## src/hw/rtl/kte_pkg.sv

```systemverilog
`timescale 1ns / 1ps

package kte_pkg;

    // Default saturation limit for the repeat count.
    localparam int MAX_REPEAT_DEF = 8;

    // Longest sequence produced for one repeat (ESC [ 2 4 ; 8 ~).
    localparam int SEQ_MAX = 7;
    localparam int SEQ_CNT_W = $clog2(SEQ_MAX + 1);

    // Commands from the controller to the datapath.
    typedef struct packed {
        logic capture;
        logic build;
        logic shift;
    } kte_cmd_t;

    // Status from the datapath to the controller.
    typedef struct packed {
        logic go;
        logic seq_empty;
        logic seq_last;
        logic rep_last;
    } kte_status_t;

endpackage

```

## src/hw/rtl/kte_dp.sv

```systemverilog
`timescale 1ns / 1ps

module kte_dp #(
    parameter int MaxRepeat = kte_pkg::MAX_REPEAT_DEF
) (
    input  logic                 clk,
    input  logic                 rst_n,
    input  kte_pkg::kte_cmd_t    cmd,
    output kte_pkg::kte_status_t status,
    input  logic                 key_down,
    input  logic [7:0]           virtual_key,
    input  logic [15:0]          char_unit,
    input  logic [8:0]           control_state,
    input  logic [3:0]           repeat_count,
    output logic [7:0]           out_byte,
    output logic                 last_byte
);

    localparam int RepW = $clog2(MaxRepeat + 1);
    localparam int CntW = kte_pkg::SEQ_CNT_W;
    localparam int SeqN = kte_pkg::SEQ_MAX;

    localparam logic [7:0] VK_BACK   = 8'h08;
    localparam logic [7:0] VK_SPC    = 8'h20;
    localparam logic [7:0] VK_PGUP   = 8'h21;
    localparam logic [7:0] VK_NEXT   = 8'h22;
    localparam logic [7:0] VK_END    = 8'h23;
    localparam logic [7:0] VK_HOME   = 8'h24;
    localparam logic [7:0] VK_LEFT   = 8'h25;
    localparam logic [7:0] VK_UP     = 8'h26;
    localparam logic [7:0] VK_RGT    = 8'h27;
    localparam logic [7:0] VK_DOWN   = 8'h28;
    localparam logic [7:0] VK_INS    = 8'h2D;
    localparam logic [7:0] VK_DEL    = 8'h2E;
    localparam logic [7:0] VK_F1     = 8'h70;
    localparam logic [7:0] VK_F4     = 8'h73;
    localparam logic [7:0] VK_F5     = 8'h74;
    localparam logic [7:0] VK_F12    = 8'h7B;

    localparam logic [7:0] CH_NUL   = 8'h00;
    localparam logic [7:0] CH_ESC   = 8'h1B;
    localparam logic [7:0] CH_DEL   = 8'h7F;
    localparam logic [7:0] CH_LBRK  = 8'h5B;
    localparam logic [7:0] CH_SEMI  = 8'h3B;
    localparam logic [7:0] CH_TILDE = 8'h7E;
    localparam logic [7:0] CH_ONE   = 8'h31;
    localparam logic [7:0] CH_ZERO  = 8'h30;
    localparam logic [7:0] CH_O     = 8'h4F;
    localparam logic [7:0] CH_P     = 8'h50;

    typedef enum logic [2:0] {
        K_CHAR,
        K_LETTER,
        K_SS3,
        K_TILDE,
        K_BACK
    } key_kind_t;

    // Tilde numbers of F5..F12 as two decimal digits.
    function automatic logic [7:0] fkey_num(input logic [2:0] f);
        logic [7:0] r;
        case (f)
            3'd0:    r = 8'h15;
            3'd1:    r = 8'h17;
            3'd2:    r = 8'h18;
            3'd3:    r = 8'h19;
            3'd4:    r = 8'h20;
            3'd5:    r = 8'h21;
            3'd6:    r = 8'h23;
            default: r = 8'h24;
        endcase
        return r;
    endfunction

    logic [7:0]      vk_reg;
    logic [15:0]     unit_reg;
    logic            alt_reg;
    logic            ctrl_reg;
    logic            shift_key_reg;
    logic [15:0]     pending_reg;
    logic [15:0]     pending_next;
    logic [RepW-1:0] rep_reg;
    logic [RepW-1:0] rep_sat;
    logic [CntW-1:0] cnt_reg;
    logic [7:0]      buf_reg [SeqN];

    key_kind_t       kind;
    logic [7:0]      letter;
    logic [7:0]      num_bcd;
    logic            modified;
    logic [7:0]      mod_digit;
    logic [20:0]     cp;
    logic [7:0]      seq [SeqN];
    logic [CntW-1:0] idx;

    assign modified  = alt_reg | ctrl_reg | shift_key_reg;
    assign mod_digit = CH_ONE + {5'd0, ctrl_reg, alt_reg, shift_key_reg};

    always_comb
    begin
        if (32'(repeat_count) > 32'(MaxRepeat))
        begin
            rep_sat = RepW'(MaxRepeat);
        end
        else
        begin
            rep_sat = RepW'(repeat_count);
        end
    end

    // Key class and the letter or number that goes with it.
    always_comb
    begin
        kind    = K_CHAR;
        letter  = CH_P;
        num_bcd = 8'h00;
        case (vk_reg) inside
            VK_UP:     begin kind = K_LETTER; letter = 8'h41; end
            VK_DOWN:   begin kind = K_LETTER; letter = 8'h42; end
            VK_RGT:    begin kind = K_LETTER; letter = 8'h43; end
            VK_LEFT:   begin kind = K_LETTER; letter = 8'h44; end
            VK_HOME:   begin kind = K_LETTER; letter = 8'h48; end
            VK_END:    begin kind = K_LETTER; letter = 8'h46; end
            VK_INS:    begin kind = K_TILDE; num_bcd = 8'h02; end
            VK_DEL:    begin kind = K_TILDE; num_bcd = 8'h03; end
            VK_PGUP:   begin kind = K_TILDE; num_bcd = 8'h05; end
            VK_NEXT:   begin kind = K_TILDE; num_bcd = 8'h06; end
            VK_BACK:   kind = K_BACK;
            [VK_F1:VK_F4]:
            begin
                kind   = modified ? K_LETTER : K_SS3;
                letter = CH_P + {6'd0, vk_reg[1:0]};
            end
            [VK_F5:VK_F12]:
            begin
                kind    = K_TILDE;
                num_bcd = fkey_num(3'(vk_reg - VK_F5));
            end
            default:   kind = K_CHAR;
        endcase
    end

    // A low surrogate after a stored high one forms one code point.
    always_comb
    begin
        if (unit_reg >= 16'hDC00 && unit_reg < 16'hE000 && pending_reg != 16'h0000)
        begin
            cp = 21'h10000 + {1'b0, pending_reg[9:0], unit_reg[9:0]};
        end
        else
        begin
            cp = {5'd0, unit_reg};
        end
    end

    // Byte sequence for one repeat, assembled front to back.
    always_comb
    begin
        for (int i = 0; i < SeqN; i++)
        begin
            seq[i] = 8'h00;
        end
        idx          = '0;
        pending_next = pending_reg;
        case (kind)
            K_LETTER, K_TILDE:
            begin
                seq[idx] = CH_ESC;  idx = idx + 1'b1;
                seq[idx] = CH_LBRK; idx = idx + 1'b1;
                if (kind == K_LETTER)
                begin
                    if (modified)
                    begin
                        seq[idx] = CH_ONE;    idx = idx + 1'b1;
                        seq[idx] = CH_SEMI;   idx = idx + 1'b1;
                        seq[idx] = mod_digit; idx = idx + 1'b1;
                    end
                    seq[idx] = letter; idx = idx + 1'b1;
                end
                else
                begin
                    if (num_bcd[7:4] != 4'd0)
                    begin
                        seq[idx] = CH_ZERO + {4'd0, num_bcd[7:4]}; idx = idx + 1'b1;
                    end
                    seq[idx] = CH_ZERO + {4'd0, num_bcd[3:0]}; idx = idx + 1'b1;
                    if (modified)
                    begin
                        seq[idx] = CH_SEMI;   idx = idx + 1'b1;
                        seq[idx] = mod_digit; idx = idx + 1'b1;
                    end
                    seq[idx] = CH_TILDE; idx = idx + 1'b1;
                end
            end
            K_SS3:
            begin
                seq[idx] = CH_ESC; idx = idx + 1'b1;
                seq[idx] = CH_O;   idx = idx + 1'b1;
                seq[idx] = letter; idx = idx + 1'b1;
            end
            K_BACK:
            begin
                if (alt_reg)
                begin
                    seq[idx] = CH_ESC; idx = idx + 1'b1;
                end
                seq[idx] = CH_DEL; idx = idx + 1'b1;
            end
            default:
            begin
                if (unit_reg == 16'h0000)
                begin
                    if (vk_reg == VK_SPC && ctrl_reg)
                    begin
                        seq[idx] = CH_NUL; idx = idx + 1'b1;
                    end
                end
                else if (unit_reg >= 16'hD800 && unit_reg < 16'hDC00)
                begin
                    pending_next = unit_reg;
                end
                else
                begin
                    if (cp[20:16] != 5'd0)
                    begin
                        pending_next = 16'h0000;
                    end
                    if (alt_reg && !ctrl_reg)
                    begin
                        seq[idx] = CH_ESC; idx = idx + 1'b1;
                    end
                    if (cp < 21'h80)
                    begin
                        seq[idx] = cp[7:0]; idx = idx + 1'b1;
                    end
                    else if (cp < 21'h800)
                    begin
                        seq[idx] = {3'b110, cp[10:6]}; idx = idx + 1'b1;
                        seq[idx] = {2'b10, cp[5:0]};   idx = idx + 1'b1;
                    end
                    else if (cp < 21'h10000)
                    begin
                        seq[idx] = {4'b1110, cp[15:12]}; idx = idx + 1'b1;
                        seq[idx] = {2'b10, cp[11:6]};    idx = idx + 1'b1;
                        seq[idx] = {2'b10, cp[5:0]};     idx = idx + 1'b1;
                    end
                    else
                    begin
                        seq[idx] = {5'b11110, cp[20:18]}; idx = idx + 1'b1;
                        seq[idx] = {2'b10, cp[17:12]};    idx = idx + 1'b1;
                        seq[idx] = {2'b10, cp[11:6]};     idx = idx + 1'b1;
                        seq[idx] = {2'b10, cp[5:0]};      idx = idx + 1'b1;
                    end
                end
            end
        endcase
    end

    always_ff @(posedge clk or negedge rst_n)
    begin
        if (!rst_n)
        begin
            pending_reg <= 16'h0000;
            rep_reg     <= '0;
            cnt_reg     <= '0;
        end
        else
        begin
            if (cmd.capture)
            begin
                rep_reg <= rep_sat;
            end
            if (cmd.build)
            begin
                cnt_reg     <= idx;
                pending_reg <= pending_next;
            end
            if (cmd.shift)
            begin
                cnt_reg <= cnt_reg - 1'b1;
                if (cnt_reg == CntW'(1))
                begin
                    rep_reg <= rep_reg - 1'b1;
                end
            end
        end
    end

    always_ff @(posedge clk)
    begin
        if (cmd.capture)
        begin
            vk_reg        <= virtual_key;
            unit_reg      <= char_unit;
            alt_reg       <= |control_state[1:0];
            ctrl_reg      <= |control_state[3:2];
            shift_key_reg <= control_state[4];
        end
        if (cmd.build)
        begin
            buf_reg <= seq;
        end
        else if (cmd.shift)
        begin
            for (int i = 0; i < SeqN - 1; i++)
            begin
                buf_reg[i] <= buf_reg[i + 1];
            end
            buf_reg[SeqN - 1] <= 8'h00;
        end
    end

    assign status.go        = key_down && (repeat_count != 4'd0);
    assign status.seq_empty = (idx == '0);
    assign status.seq_last  = (cnt_reg == CntW'(1));
    assign status.rep_last  = (rep_reg == RepW'(1));

    assign out_byte  = buf_reg[0];
    assign last_byte = status.seq_last && status.rep_last;

endmodule

```

## src/hw/rtl/kte_ctrl.sv

```systemverilog
`timescale 1ns / 1ps

module kte_ctrl (
    input  logic                 clk,
    input  logic                 rst_n,
    input  logic                 in_valid,
    output logic                 in_ready,
    output logic                 out_valid,
    input  logic                 out_ready,
    input  kte_pkg::kte_status_t status,
    output kte_pkg::kte_cmd_t    cmd
);

    typedef enum logic [1:0] {
        S_IDLE,
        S_BUILD,
        S_EMIT
    } state_t;

    state_t state_reg;
    logic   in_ready_reg;
    logic   out_valid_reg;

    assign in_ready    = in_ready_reg;
    assign out_valid   = out_valid_reg;
    assign cmd.capture = in_valid && in_ready_reg;
    assign cmd.build   = (state_reg == S_BUILD);
    assign cmd.shift   = out_valid_reg && out_ready;

    always_ff @(posedge clk or negedge rst_n)
    begin
        if (!rst_n)
        begin
            state_reg     <= S_IDLE;
            in_ready_reg  <= 1'b1;
            out_valid_reg <= 1'b0;
        end
        else
        begin
            case (state_reg)
                S_IDLE:
                begin
                    if (in_valid && status.go)
                    begin
                        state_reg    <= S_BUILD;
                        in_ready_reg <= 1'b0;
                    end
                end
                S_BUILD:
                begin
                    // An empty sequence is empty for every repeat.
                    if (status.seq_empty)
                    begin
                        state_reg    <= S_IDLE;
                        in_ready_reg <= 1'b1;
                    end
                    else
                    begin
                        state_reg     <= S_EMIT;
                        out_valid_reg <= 1'b1;
                    end
                end
                S_EMIT:
                begin
                    if (out_ready && status.seq_last)
                    begin
                        out_valid_reg <= 1'b0;
                        if (status.rep_last)
                        begin
                            state_reg    <= S_IDLE;
                            in_ready_reg <= 1'b1;
                        end
                        else
                        begin
                            state_reg <= S_BUILD;
                        end
                    end
                end
                default:
                begin
                    state_reg     <= S_IDLE;
                    in_ready_reg  <= 1'b1;
                    out_valid_reg <= 1'b0;
                end
            endcase
        end
    end

    a_no_overlap: assert property (@(posedge clk) disable iff (!rst_n)
        out_valid_reg |-> !in_ready_reg)
        else $error("input taken while bytes are still pending");

    a_empty_returns: assert property (@(posedge clk) disable iff (!rst_n)
        (state_reg == S_BUILD && status.seq_empty) |=> in_ready_reg)
        else $error("empty sequence did not return to idle");

    a_silent_item: assert property (@(posedge clk) disable iff (!rst_n)
        (in_valid && in_ready_reg && !status.go) |=> (in_ready_reg && !out_valid_reg))
        else $error("silent item started work");

endmodule

```

## src/hw/rtl/key_event_to_terminal_bytes.sv

```systemverilog
`timescale 1ns / 1ps

// Channel   Handshake               Payload
// input     in_valid / in_ready     key_down, virtual_key, char_unit,
//                                   control_state, repeat_count
// output    out_valid / out_ready   out_byte, last_byte
//
// One item is taken with each input handshake. Each repeat then assembles
// its byte sequence in a small shift buffer and shifts the bytes out in order.
// An item that gives no bytes returns the block to idle with no output.
// The block takes a new item only once the last byte of the previous one
// has been delivered. A stalled output holds the byte in place.
// Reset clears the controller and the stored high surrogate.

module key_event_to_terminal_bytes #(
    parameter int MaxRepeat = kte_pkg::MAX_REPEAT_DEF
) (
    input  logic        clk,
    input  logic        rst_n,
    input  logic        in_valid,
    output logic        in_ready,
    input  logic        key_down,
    input  logic [7:0]  virtual_key,
    input  logic [15:0] char_unit,
    input  logic [8:0]  control_state,
    input  logic [3:0]  repeat_count,
    output logic        out_valid,
    input  logic        out_ready,
    output logic [7:0]  out_byte,
    output logic        last_byte
);

    kte_pkg::kte_cmd_t    cmd;
    kte_pkg::kte_status_t status;

    // The controller sequences capture, per-repeat assembly and byte output.
    kte_ctrl u_ctrl (
        .clk       (clk),
        .rst_n     (rst_n),
        .in_valid  (in_valid),
        .in_ready  (in_ready),
        .out_valid (out_valid),
        .out_ready (out_ready),
        .status    (status),
        .cmd       (cmd)
    );

    // The datapath holds the event, the surrogate state and the byte buffer.
    kte_dp #(
        .MaxRepeat (MaxRepeat)
    ) u_dp (
        .clk           (clk),
        .rst_n         (rst_n),
        .cmd           (cmd),
        .status        (status),
        .key_down      (key_down),
        .virtual_key   (virtual_key),
        .char_unit     (char_unit),
        .control_state (control_state),
        .repeat_count  (repeat_count),
        .out_byte      (out_byte),
        .last_byte     (last_byte)
    );

    // After the final byte of an item the output goes quiet and input opens.
    a_item_end: assert property (@(posedge clk) disable iff (!rst_n)
        (out_valid && out_ready && last_byte) |=> (!out_valid && in_ready))
        else $error("item did not finish after its last byte");

endmodule

```

## config.mk

```make
export PLATFORM = sky130hd
export DESIGN_NAME = key_event_to_terminal_bytes
export DESIGN_NICKNAME = d
export VERILOG_FILES = /design/src/hw/rtl/kte_pkg.sv /design/src/hw/rtl/kte_dp.sv /design/src/hw/rtl/kte_ctrl.sv /design/src/hw/rtl/key_event_to_terminal_bytes.sv
export SDC_FILE = /design/constraint.sdc
export NUM_CORES = 1
export LEC_CHECK = 0
export BUFFER_PORTS_ARGS = -buffer_cell sky130_fd_sc_hd__buf_2
export CORE_MARGIN = 4
export CORE_UTILIZATION = 53
export DETAILED_ROUTE_END_ITERATION = 8
export GPL_TIMING_DRIVEN = 0
export PLACE_DENSITY = 0.72
export SYNTH_ARGS = -nofsm -noshare
export SYNTH_HDL_FRONTEND = slang
export SYNTH_SLANG_ARGS = --single-unit
```

## constraint.sdc

```tcl
create_clock -name clk -period 5.12 [get_ports clk]
set_input_delay 0.512 -clock clk [delete_from_list [all_inputs] [get_ports clk]]
set_output_delay 0.512 -clock clk [all_outputs]
set_load 0.05 [all_outputs]
```

## Word level (Yosys, flattened, before mapping)

Index checks and enable logic that the tools add are counted.

- Bitwise gates (word level): 24
- Eq/ne operators: 31
- Multiplexer cells: 144
- $lt $le $gt $ge: 32
- Reductions and logical operators: 42
- Add/sub/neg operators: 18

Operators with widths:

| operator | count |
|---|---|
| $bwmux W56 | 13 |
| $mux W56 | 10 |
| $mux W8 | 43 |
| $demux W8 S3 | 10 |
| $mux W3 | 32 |
| $pmux W32 S3 | 1 |
| $eq A8 B6 Y1 const B | 11 |
| $pmux W24 S3 | 1 |
| $or A49 B49 Y49 | 1 |
| $mux W24 | 2 |
| $mux W48 | 1 |
| $or A42 B42 Y42 | 1 |
| $pmux W6 S7 | 1 |
| $ge A4 B4 Y1 const B | 10 |
| $lt A4 B1 Y1 const B | 10 |
| $not A3 Y4 | 10 |
| $or A35 B35 Y35 | 1 |
| $ge A16 B16 Y1 const B | 2 |
| $lt A16 B16 Y1 const B | 2 |
| $mux W16 | 2 |
| $add A3 B1 Y3 const B | 10 |
| $logic_and A1 B1 Y1 | 23 |
| $mux W22 | 1 |
| $add A17 B20 Y21 const A | 1 |
| 50 further kinds | 92 |

- Register bits: 110
- Output and inout port bits: 11
- Logic and storage cells: 309
- Input bits: 42

## Logic depth before layout (Yosys ltp)

Gate-level depths: netlist of the first run.

- Depth after elaboration: 36
- Gate-level depth with buffers: 14

## Hierarchy

Synthesis of the first run repeated with hierarchy kept, for this count alone.

- Cell total of the unflattened synthesis: 672
- Area, all modules: 6364.9 um^2

Modules (own cells, without submodules):

| module | cells each | times used | sequential area each (um^2) | area each (um^2) |
|---|---|---|---|---|
| kte_dp | 651 | 1 | 2857.7 | 6155.9 |
| kte_ctrl | 21 | 1 | 101.3 | 209.0 |

## Least setup slack after synthesis of the first run

No wires, ideal clock.

- Kind: reg-to-reg
- Start: register u_dp.vk_reg[7]
- End: register u_dp.cnt_reg[1]
- Setup slack: 1.964 ns
- Setup time: 0.086 ns
- Clock period less this slack: 3.156 ns
- Arrival time: 3.070 ns
- Data required time: 5.034 ns
- Path buffers: 2
- Stages on the path, launching flop included: 14
- Path through: edfxtp_1 or4b_1 clkbuf_1 o22ai_1 a221oi_2 nor2_1 clkbuf_1 o21ai_0 ha_1 o21ai_0 and3_1 o31a_1 a221o_1 o21ai_0

- Cells in the longest elaborated chain, start to end: 30
- Elaborated cells between the ends (all ways): 63

Ends and longest elaborated chain:

| what | line | RTL |
|---|---|---|
| start: declaration | kte_dp.sv:75 | `logic [7:0] vk_reg;` |
| start signal: assignment | kte_dp.sv:293 | `vk_reg <= virtual_key;` |
| $ge A8 B7 Y1 (no source line) or $le A8 B7 Y1 (tied branches) | -- |  |
| $logic_and A1 B1 Y1 (no source line) | -- |  |
| $mux W8 (13 in series) | kte_dp.sv:117 | `case (vk_reg) inside` |
| $reduce_bool A4 Y1 | kte_dp.sv:182 | `if (num_bcd[7:4] != 4'd0)` |
| $mux W1 | kte_dp.sv:182 |  |
| $mux W3 | kte_dp.sv:170 | `if (kind == K_LETTER)` |
| $mux W3 | kte_dp.sv:165 | `case (kind)` |
| $add A3 B1 Y3 | kte_dp.sv:186 | `seq[idx] = CH_ZERO + {4'd0, num_bcd[3:0]}; idx = idx + 1'b1;` |
| [... 2 more ...] | -- |  |
| $mux W3 | kte_dp.sv:187 | `if (modified)` |
| $mux W3 | kte_dp.sv:170 |  |
| $mux W3 | kte_dp.sv:165 |  |
| $add A3 B1 Y3 | kte_dp.sv:192 | `seq[idx] = CH_TILDE; idx = idx + 1'b1;` |
| $mux W3 | kte_dp.sv:170 |  |
| $pmux W3 S3 (*) | kte_dp.sv:165 |  |
| $mux W3 (*) | kte_dp.sv:273 | `if (cmd.build)` |
| $mux W3 (*) | kte_dp.sv:278 | `if (cmd.shift)` |
| end signal: assignment | kte_dp.sv:275 | `cnt_reg <= idx;` |
| end signal: assignment | kte_dp.sv:280 | `cnt_reg <= cnt_reg - 1'b1;` |
| end: declaration | kte_dp.sv:84 | `logic [CntW-1:0] cnt_reg;` |

Every way passes the cells marked *; elsewhere a longest branch is shown, timed or not. The select of a mux whose other input is x is not followed.
A chain may end at the register's enable or synchronous reset.

## Worst setup path after layout of the first run

- Start: register u_dp.alt_reg
- End: register u_ctrl.out_valid_reg (netlist: u_ctrl.out_valid)

- Cells in the longest elaborated chain, start to end: 21
- Elaborated cells between the ends (all ways): 50

Ends and longest elaborated chain:

| what | line | RTL |
|---|---|---|
| start: declaration | kte_dp.sv:77 | `logic alt_reg;` |
| start signal: assignment | kte_dp.sv:295 | `alt_reg <= \|control_state[1:0];` |
| branches (longest 17 deep; another with $add A3 B1 Y3) | -- |  |
| $pmux W3 S3 (*) | kte_dp.sv:165 |  |
| $logic_not A3 Y1 (*) | kte_dp.sv:314 | `assign status.seq_empty = (idx == '0);` |
| $ne A2 B2 Y1 (no source line) (*) | -- |  |
| $reduce_and A3 Y1 (no source line) (*) | -- |  |
| end signal: assignment | kte_ctrl.sv:36 | `out_valid_reg <= 1'b0;` |
| end signal: assignment | kte_ctrl.sv:60 | `out_valid_reg <= 1'b1;` |
| end signal: assignment | kte_ctrl.sv:67 | `out_valid_reg <= 1'b0;` |
| end: declaration | kte_ctrl.sv:22 | `logic out_valid_reg;` |

Every way passes the cells marked *. The select of a mux whose other input is x is not followed.

==> impl_summary.log, run 1 <==
[metrics] run status: finished clean
[metrics] clock slew at reported path FFs: around 70 ps
[metrics] vias in the first global route: about 5600
[metrics] CTS tree: yes
[metrics] count of flip-flops with a built-in enable after synthesis: 76
[metrics] final number of setup-violating endpoints: 0
[metrics] Skew-Pair Late Insertion Delay: around 360 ps
[metrics] Detail Placement HPWL: roughly 14000 um
[metrics] tightest hold margin: 170 ps
[metrics] total number of yosys warnings: 0
[metrics] initial cell density of the core: a little over half
[metrics] setup repair after global routing missed its margin: no
[metrics] maximum net fanout on the critical path: 10
[metrics] Peak supply drop: between 0.2 and 0.3 mV
[metrics] overall overflow remaining after global route: 0
[metrics] Finished Layout Cells: 894
[metrics] Least-Margin Pin Slew: roughly 1000 ps
[metrics] chip height: between 100 and 150 um
[metrics] post-synth net total: between 700 and 800
[metrics] ys flop type: edfxtp_1
[metrics] fin nets: around 810
[metrics] final estimated routing congestion in global placement: 0.989
[metrics] post-route cell area: just over 0.007 sq mm
[metrics] highest attainable clock frequency: 250 MHz
[metrics] post-route clock skew: ~12 ps
[metrics] first-pass GRT wire length: slightly above 30000 um
[metrics] Yosys reg bits: 103
[metrics] Tightest Hold Check Type: in -> async
[metrics] placed insts: between 800 and 900
[metrics] R2R setup slack: ~1100 ps
[metrics] router iterations before antenna repair: 5
[metrics] crit path time final: around 4000 ps
[metrics] total CTS buffers: 9
[metrics] area added between synthesis and finish: 11.5%
[metrics] Setup TNS: 0 ps
[metrics] routed wire length per instance: ~22 um
[metrics] max-slew violation count: 0
[metrics] Resized Gates After CTS: 0
[metrics] post-CTS setup buffers: 0
[metrics] power density over the cells: between 400 and 500 mW/mm^2
[metrics] endpoint arrival time on the critical path: approximately 4300 ps
[metrics] largest net degree at the start of global routing: 30
[metrics] part of the Yosys area used for sequential elements: 46.4%
[metrics] number of levels the H-tree was split into: 3
[metrics] highest-count cells in the layout ignoring fill and taps: nand2_1 (92), edfxtp_1 (76), nor2_1 (65), buf_2 (55), o21ai_0 (44)
[metrics] MaxCap Viol Count: 0
[metrics] Worst setup SP type: flip-flop
[metrics] global routing usage summed across all routing layers: about 28%
[metrics] # IOs: between 50 and 60
[metrics] utilization after layout: between 60% and 70%
[metrics] die area: approximately 0.014 sq mm
[metrics] count of unresolved DRC violations after routing: 0
[metrics] library cell used as clock root buffer: clkbuf_16
[metrics] static power due to leakage: 2.68 nW
[metrics] WP data required: around 5400 ps
[metrics] type of the worst setup path: reg -> reg
[metrics] nature of the critical path endpoint: flip-flop
[metrics] Avg Synthesized Cell Area: between 9 and 10 sq um
[metrics] placed standard-cell area: between 0.006 and 0.007 sq mm
[metrics] Via density: 6.61
[metrics] Final period util: 78.2%
[metrics] number of antenna violations at the first check in global routing: 0
[metrics] Async SR Flop Fraction: a little over a quarter
[metrics] clock tree buffer depth: 2
[metrics] Final Routed Wirelength: about 19000 um
[metrics] most common library cell in the layout ignoring fill and taps: nand2_1
[metrics] count of different cell masters after synthesis: slightly below 80
[metrics] count of endpoints failing hold in the final timing report: 0
[metrics] detailed router's first-iteration violation count: about 790
[metrics] post-synthesis cell count: 686
[metrics] count of antenna diodes in the layout: 0
[metrics] worst slew margin relative to its limit: 31.8%
[metrics] std cell rows: 39
[metrics] number of clock sinks: between 100 and 150
[metrics] number of flip-flops in the largest register: 41
[metrics] fraction of layout cells with a size suffix above 1: around an eighth
[metrics] count of vias placed by the detailed router: approximately 5900
[metrics] combined area of all synthesized cells: around 0.0064 sq mm
[metrics] Die W: ~120 um
[metrics] hold_buf cts: 0
[metrics] area of the placeable core: approximately 0.012 sq mm
[metrics] remaining antenna violation count: 0
[metrics] port buffer count: 48
-- report_power, final --
part	leakage [nW]	switching, mW	internal, mW	total, mW
registers	1.07	0.135	1.28	1.41
clock network	0.129	0.308	0.345	0.653
logic	1.49	0.767	0.400	1.17
total	2.68	1.21	2.02	3.23
-- cells in the mapped netlist (4+ instances only) --
cell / number / share of area [%]
o21ai_0: 44 / 3.5
o211ai_1: 11 / 1.3
nand2_1: 93 / 5.5
a31oi_1: 16 / 1.6
nor2_1: 65 / 3.8
a32oi_1: 4 / 0.55
and2_1: 7 / 0.69
xor2_1: 4 / 0.55
a22oi_1: 5 / 0.59
and3_1: 9 / 0.88
nand2b_1: 11 / 1.1
mux2i_1: 5 / 0.78
a221o_1: 4 / 0.63
nor3_1: 12 / 0.94
a221oi_1: 7 / 0.96
a21oi_1: 41 / 3.2
dfrtp_1: 26 / 10
buf_2: 7 / 0.55
nand3_1: 39 / 3.1
o22a_1: 4 / 0.55
inv_1: 15 / 0.88
edfxtp_1: 76 / 36
nor4_1: 7 / 0.69
o22ai_1: 7 / 0.69
clkbuf_1: 34 / 2.0
a211oi_1: 8 / 0.94
o21a_1: 4 / 0.47
a22o_1: 8 / 1.1
o31ai_1: 7 / 0.82
ha_1: 17 / 3.3
buf_4: 8 / 0.94
-- logic make-up after synthesis --
| family | Yosys count | share of synthesized area, % |
|---|---|---|
| AO/OA/AOI/OAI | 210 | 22.8 |
| XOR/XNOR | 9 | 1.47 |
| adder cells (fa/ha/maj) | 17 | 3.33 |
| buffers and inverters | 67 | 4.55 |
| flip-flops | 103 | 46.4 |
| multiplexers | 5 | 0.784 |
| other | 1 | 0.0588 |
| AND/OR/NAND/NOR | 274 | 20.6 |
-- layer usage --
metal	part of all wire (%)	vias to the layer above	GRT usage, %	wire (um)
met2	45	358	43.7	8800
li1	-	2718	-	-
met3	10	67	5.09	2000
met5	0	-	0	0
met4	4.1	0	13.3	787
met1	40	2762	37.9	7820
-- final cells by class --
class	count	area, sq um
fillers	992	4500
multi-input cells	516	3140
flip-flops and latches	103	2960
repair buffers	49	268
clock buffers	12	246
plain buffers	52	234
well taps	143	179
inverters	15	56.3
clock inverters	4	32.5
-- path summary, 6_finish.rpt --
| check | startpoint | to | depth (start not counted) |
|---|---|---|---|
| worst max-delay path | u_dp.alt_reg | u_ctrl.out_valid | 14 |
| worst max register to register | u_dp.alt_reg | u_ctrl.out_valid | 14 |
| worst min-delay path | rst_n | u_dp.rep_reg[0] | 1 |
| min in group clk | virtual_key[1] | u_dp.vk_reg[1] | 1 |
| worst min register to register | u_dp.pending_reg[12] | u_dp.pending_reg[12] | 2 |
| max in group asynchronous | rst_n | u_dp.pending_reg[10] | 1 |
-- metrics by stage --
stage	setup WS, ps	power (mW)
after floorplan	1960	2.23
after global placement	1210	2.53
after detailed placement	1100	2.58
after CTS	1060	3.23
after global routing	866	3.42
final	1110	3.23
-- critical path, cell delays in order (launching register included) --
cell      delay (ps)
edfxtp_1         530
or3_1            430
inv_1            150
o22ai_1          150
a221oi_2         790
nor2_1           190
clkbuf_1         280
nand2_1          140
o21ai_0          110
ha_1             300
o21ai_0           70
and3_1           200
o31a_1           180
nand3_1          150
a22o_1           220
Power figures use the tool's default switching activity.
==> run 2, diff against run 1 <==
Clock period 5.12 ns to 3.9 ns, I/O delays scaled along.
==> impl_summary.log, run 2 (synthesis gave the netlist of run 1 again) <==
[metrics] number of antenna violations at the first check in global routing: 0
[metrics] MaxCap Viol Count: 0
[metrics] final estimated routing congestion in global placement: 0.989
[metrics] chain of cells forming the critical path: nand4b_1, a21oi_4, buf_1, ha_1, o21ai_0, ha_1, o21ai_0, and3_1, o31a_1, nand3_1, a22o_1
[metrics] static power due to leakage: between 2 and 3 nW
[metrics] global routing usage summed across all routing layers: 28.0%
[metrics] Detail Placement HPWL: 14100 um
[metrics] total CTS buffers: 9
[metrics] count of vias placed by the detailed router: ~5900
[metrics] Setup TNS: 0 ps
[metrics] area added between synthesis and finish: 12.3%
[metrics] Tightest Hold Check Type: in -> async
[metrics] chip height: about 120 um
[metrics] share of power burned in the clock network: 20.3%
[metrics] Peak supply drop: about 0.33 mV
[metrics] number of flip-flops in the largest register: between 40 and 50
[metrics] router iterations before antenna repair: 5
[metrics] fin nets: a little over 800
[metrics] count of antenna diodes in the layout: 0
[metrics] WP data required: between 4000 and 5000 ps
[metrics] switching power: 1.59 mW
[metrics] Final period util: a little over nine tenths
[metrics] most common library cell in the layout ignoring fill and taps: nand2_1
[metrics] library cell used as clock root buffer: clkbuf_16
[metrics] tightest hold margin: around 46 ps
[metrics] max-slew violation count: 0
[metrics] CTS tree: yes
[metrics] Worst setup SP type: flip-flop
[metrics] Via density: 6.61
[metrics] crit path time final: 3730 ps
[metrics] maximum net fanout on the critical path: 12
[metrics] worst slew margin relative to its limit: 32.8%
[metrics] Skew-Pair Late Insertion Delay: 360 ps
[metrics] routed wire length per instance: approximately 22 um
[metrics] first-pass GRT wire length: a little over 30000 um
[metrics] initial cell density of the core: a little over half
[metrics] # IOs: 53
[metrics] fraction of layout cells with a size suffix above 1: approximately 13%
[metrics] Die W: 118 um
[metrics] highest attainable clock frequency: about 270 MHz
[metrics] Gate power share: between 30% and 40%
[metrics] die area: approximately 0.014 sq mm
[metrics] nature of the critical path endpoint: flip-flop
[metrics] std cell rows: 39
[metrics] slowest cell delay on critical path: 520 ps
[metrics] port buffer count: 48
[metrics] power density over the cells: 594 mW/mm^2
[metrics] clock slew at reported path FFs: around 70 ps
[metrics] number of clock sinks: 103
[metrics] overall overflow remaining after global route: 0
[metrics] CP max stage cell: nand4b_1
[metrics] type of the worst setup path: reg -> reg
[metrics] post-route clock skew: around 13 ps
[metrics] area of the placeable core: roughly 0.012 sq mm
[metrics] endpoint arrival time on the critical path: a little under 4000 ps
[metrics] number of levels the H-tree was split into: 3
[metrics] largest net degree at the start of global routing: 30
[metrics] switching share of power: a little under two fifths
[metrics] final number of setup-violating endpoints: 0
[metrics] Top delay family on crit path: compound AO/OA/AOI/OAI gates
[metrics] run status: finished clean
[metrics] CP Buf/Inv Count: 1
[metrics] clock tree buffer depth: 2
[metrics] count of endpoints failing hold in the final timing report: 0
[metrics] Least-Margin Pin Slew: 983 ps
[metrics] internal cell power: about 2.7 mW
[metrics] Final Routed Wirelength: 19500 um
[metrics] remaining antenna violation count: 0
[metrics] share of power burned in registers: a little over two fifths
[metrics] highest-count cells in the layout ignoring fill and taps: nand2_1 (92), edfxtp_1 (76), nor2_1 (65), buf_2 (55), o21ai_0 (44)
[metrics] count of unresolved DRC violations after routing: 0
[metrics] detailed router's first-iteration violation count: 755
[metrics] vias in the first global route: 5572
==> run 2: final cells by class <==
cell class                 count  area (sq um)
buffer                        52           236
clock buffer                  12           246
clock inverter                 4          32.5
fill                         986          4450
inverter                      15          56.3
multi-input combinational    516          3170
sequential                   103          2960
tap                          143           179
timing repair buffer          51           283
==> run 2: repair_timing <==
item                       CTS  global route
pin swaps                    0             1
buffers inserted             0             2
gates resized for setup      1            10
hold buffers                 0             0
setup endpoints to repair    4             4
gates cloned                 0             0
==> run 2: power groups by stage <==
| stage | sequential [mW] | clock [mW] | combinational [mW] |
|---|---|---|---|
| after floorplan | 1.86 | 0 | 1.07 |
| after global placement | 1.87 | 0 | 1.44 |
| after detailed placement | 1.88 | 0 | 1.51 |
| after CTS | 1.86 | 0.870 | 1.52 |
| after global routing | 1.89 | 0.918 | 1.68 |
| final | 1.86 | 0.861 | 1.54 |
==> run 2: per-stage QoR <==
stage               setup slack, ps  instance area (sq um)  cells  utilization [%]  total power, mW
floorplan                       744                   6380    686                -             2.93
global placement              -8.71                   6800    877             58.5             3.32
detailed placement             -121                   6830    878             58.8             3.38
CTS                            17.9                   7110    894             61.3             4.24
global route                  -28.8                   7160    896             61.7             4.49
finish                          174                   7160    896             61.7             4.25
==> run 2: worst paths after layout <==
kind,startpoint,end,slack (ps),depth (start not counted)
hold / removal,rst_n,u_dp.rep_reg[0],50,1
setup reg to reg,u_dp.vk_reg[7],u_ctrl.out_valid,170,11
hold reg to reg,u_dp.pending_reg[12],u_dp.pending_reg[12],480,2
setup / recovery,u_dp.vk_reg[7],u_ctrl.out_valid,170,11
max in group asynchronous,rst_n,u_dp.pending_reg[10],3420,1
min in group clk,virtual_key[1],u_dp.vk_reg[1],200,1
==> run 2: routing by layer <==
metal | track usage, % | share of wire (%) | wire [um]
met1 | 37.9 | 41 | 7960
met2 | 43.7 | 46 | 8940
met3 | 5.09 | 9.4 | 1840
met4 | 13.3 | 4.1 | 811
met5 | 0 | 0 | 0
==> run 2: worst register-to-register path, delay by kind of cell, from the launching register on <==
family / cells / cell delay [ps]
buf+inv: 1 / 490
compound gates: 5 / 1150
fa+ha+maj: 2 / 650
flops: 1 / 440
simple gates: 3 / 870
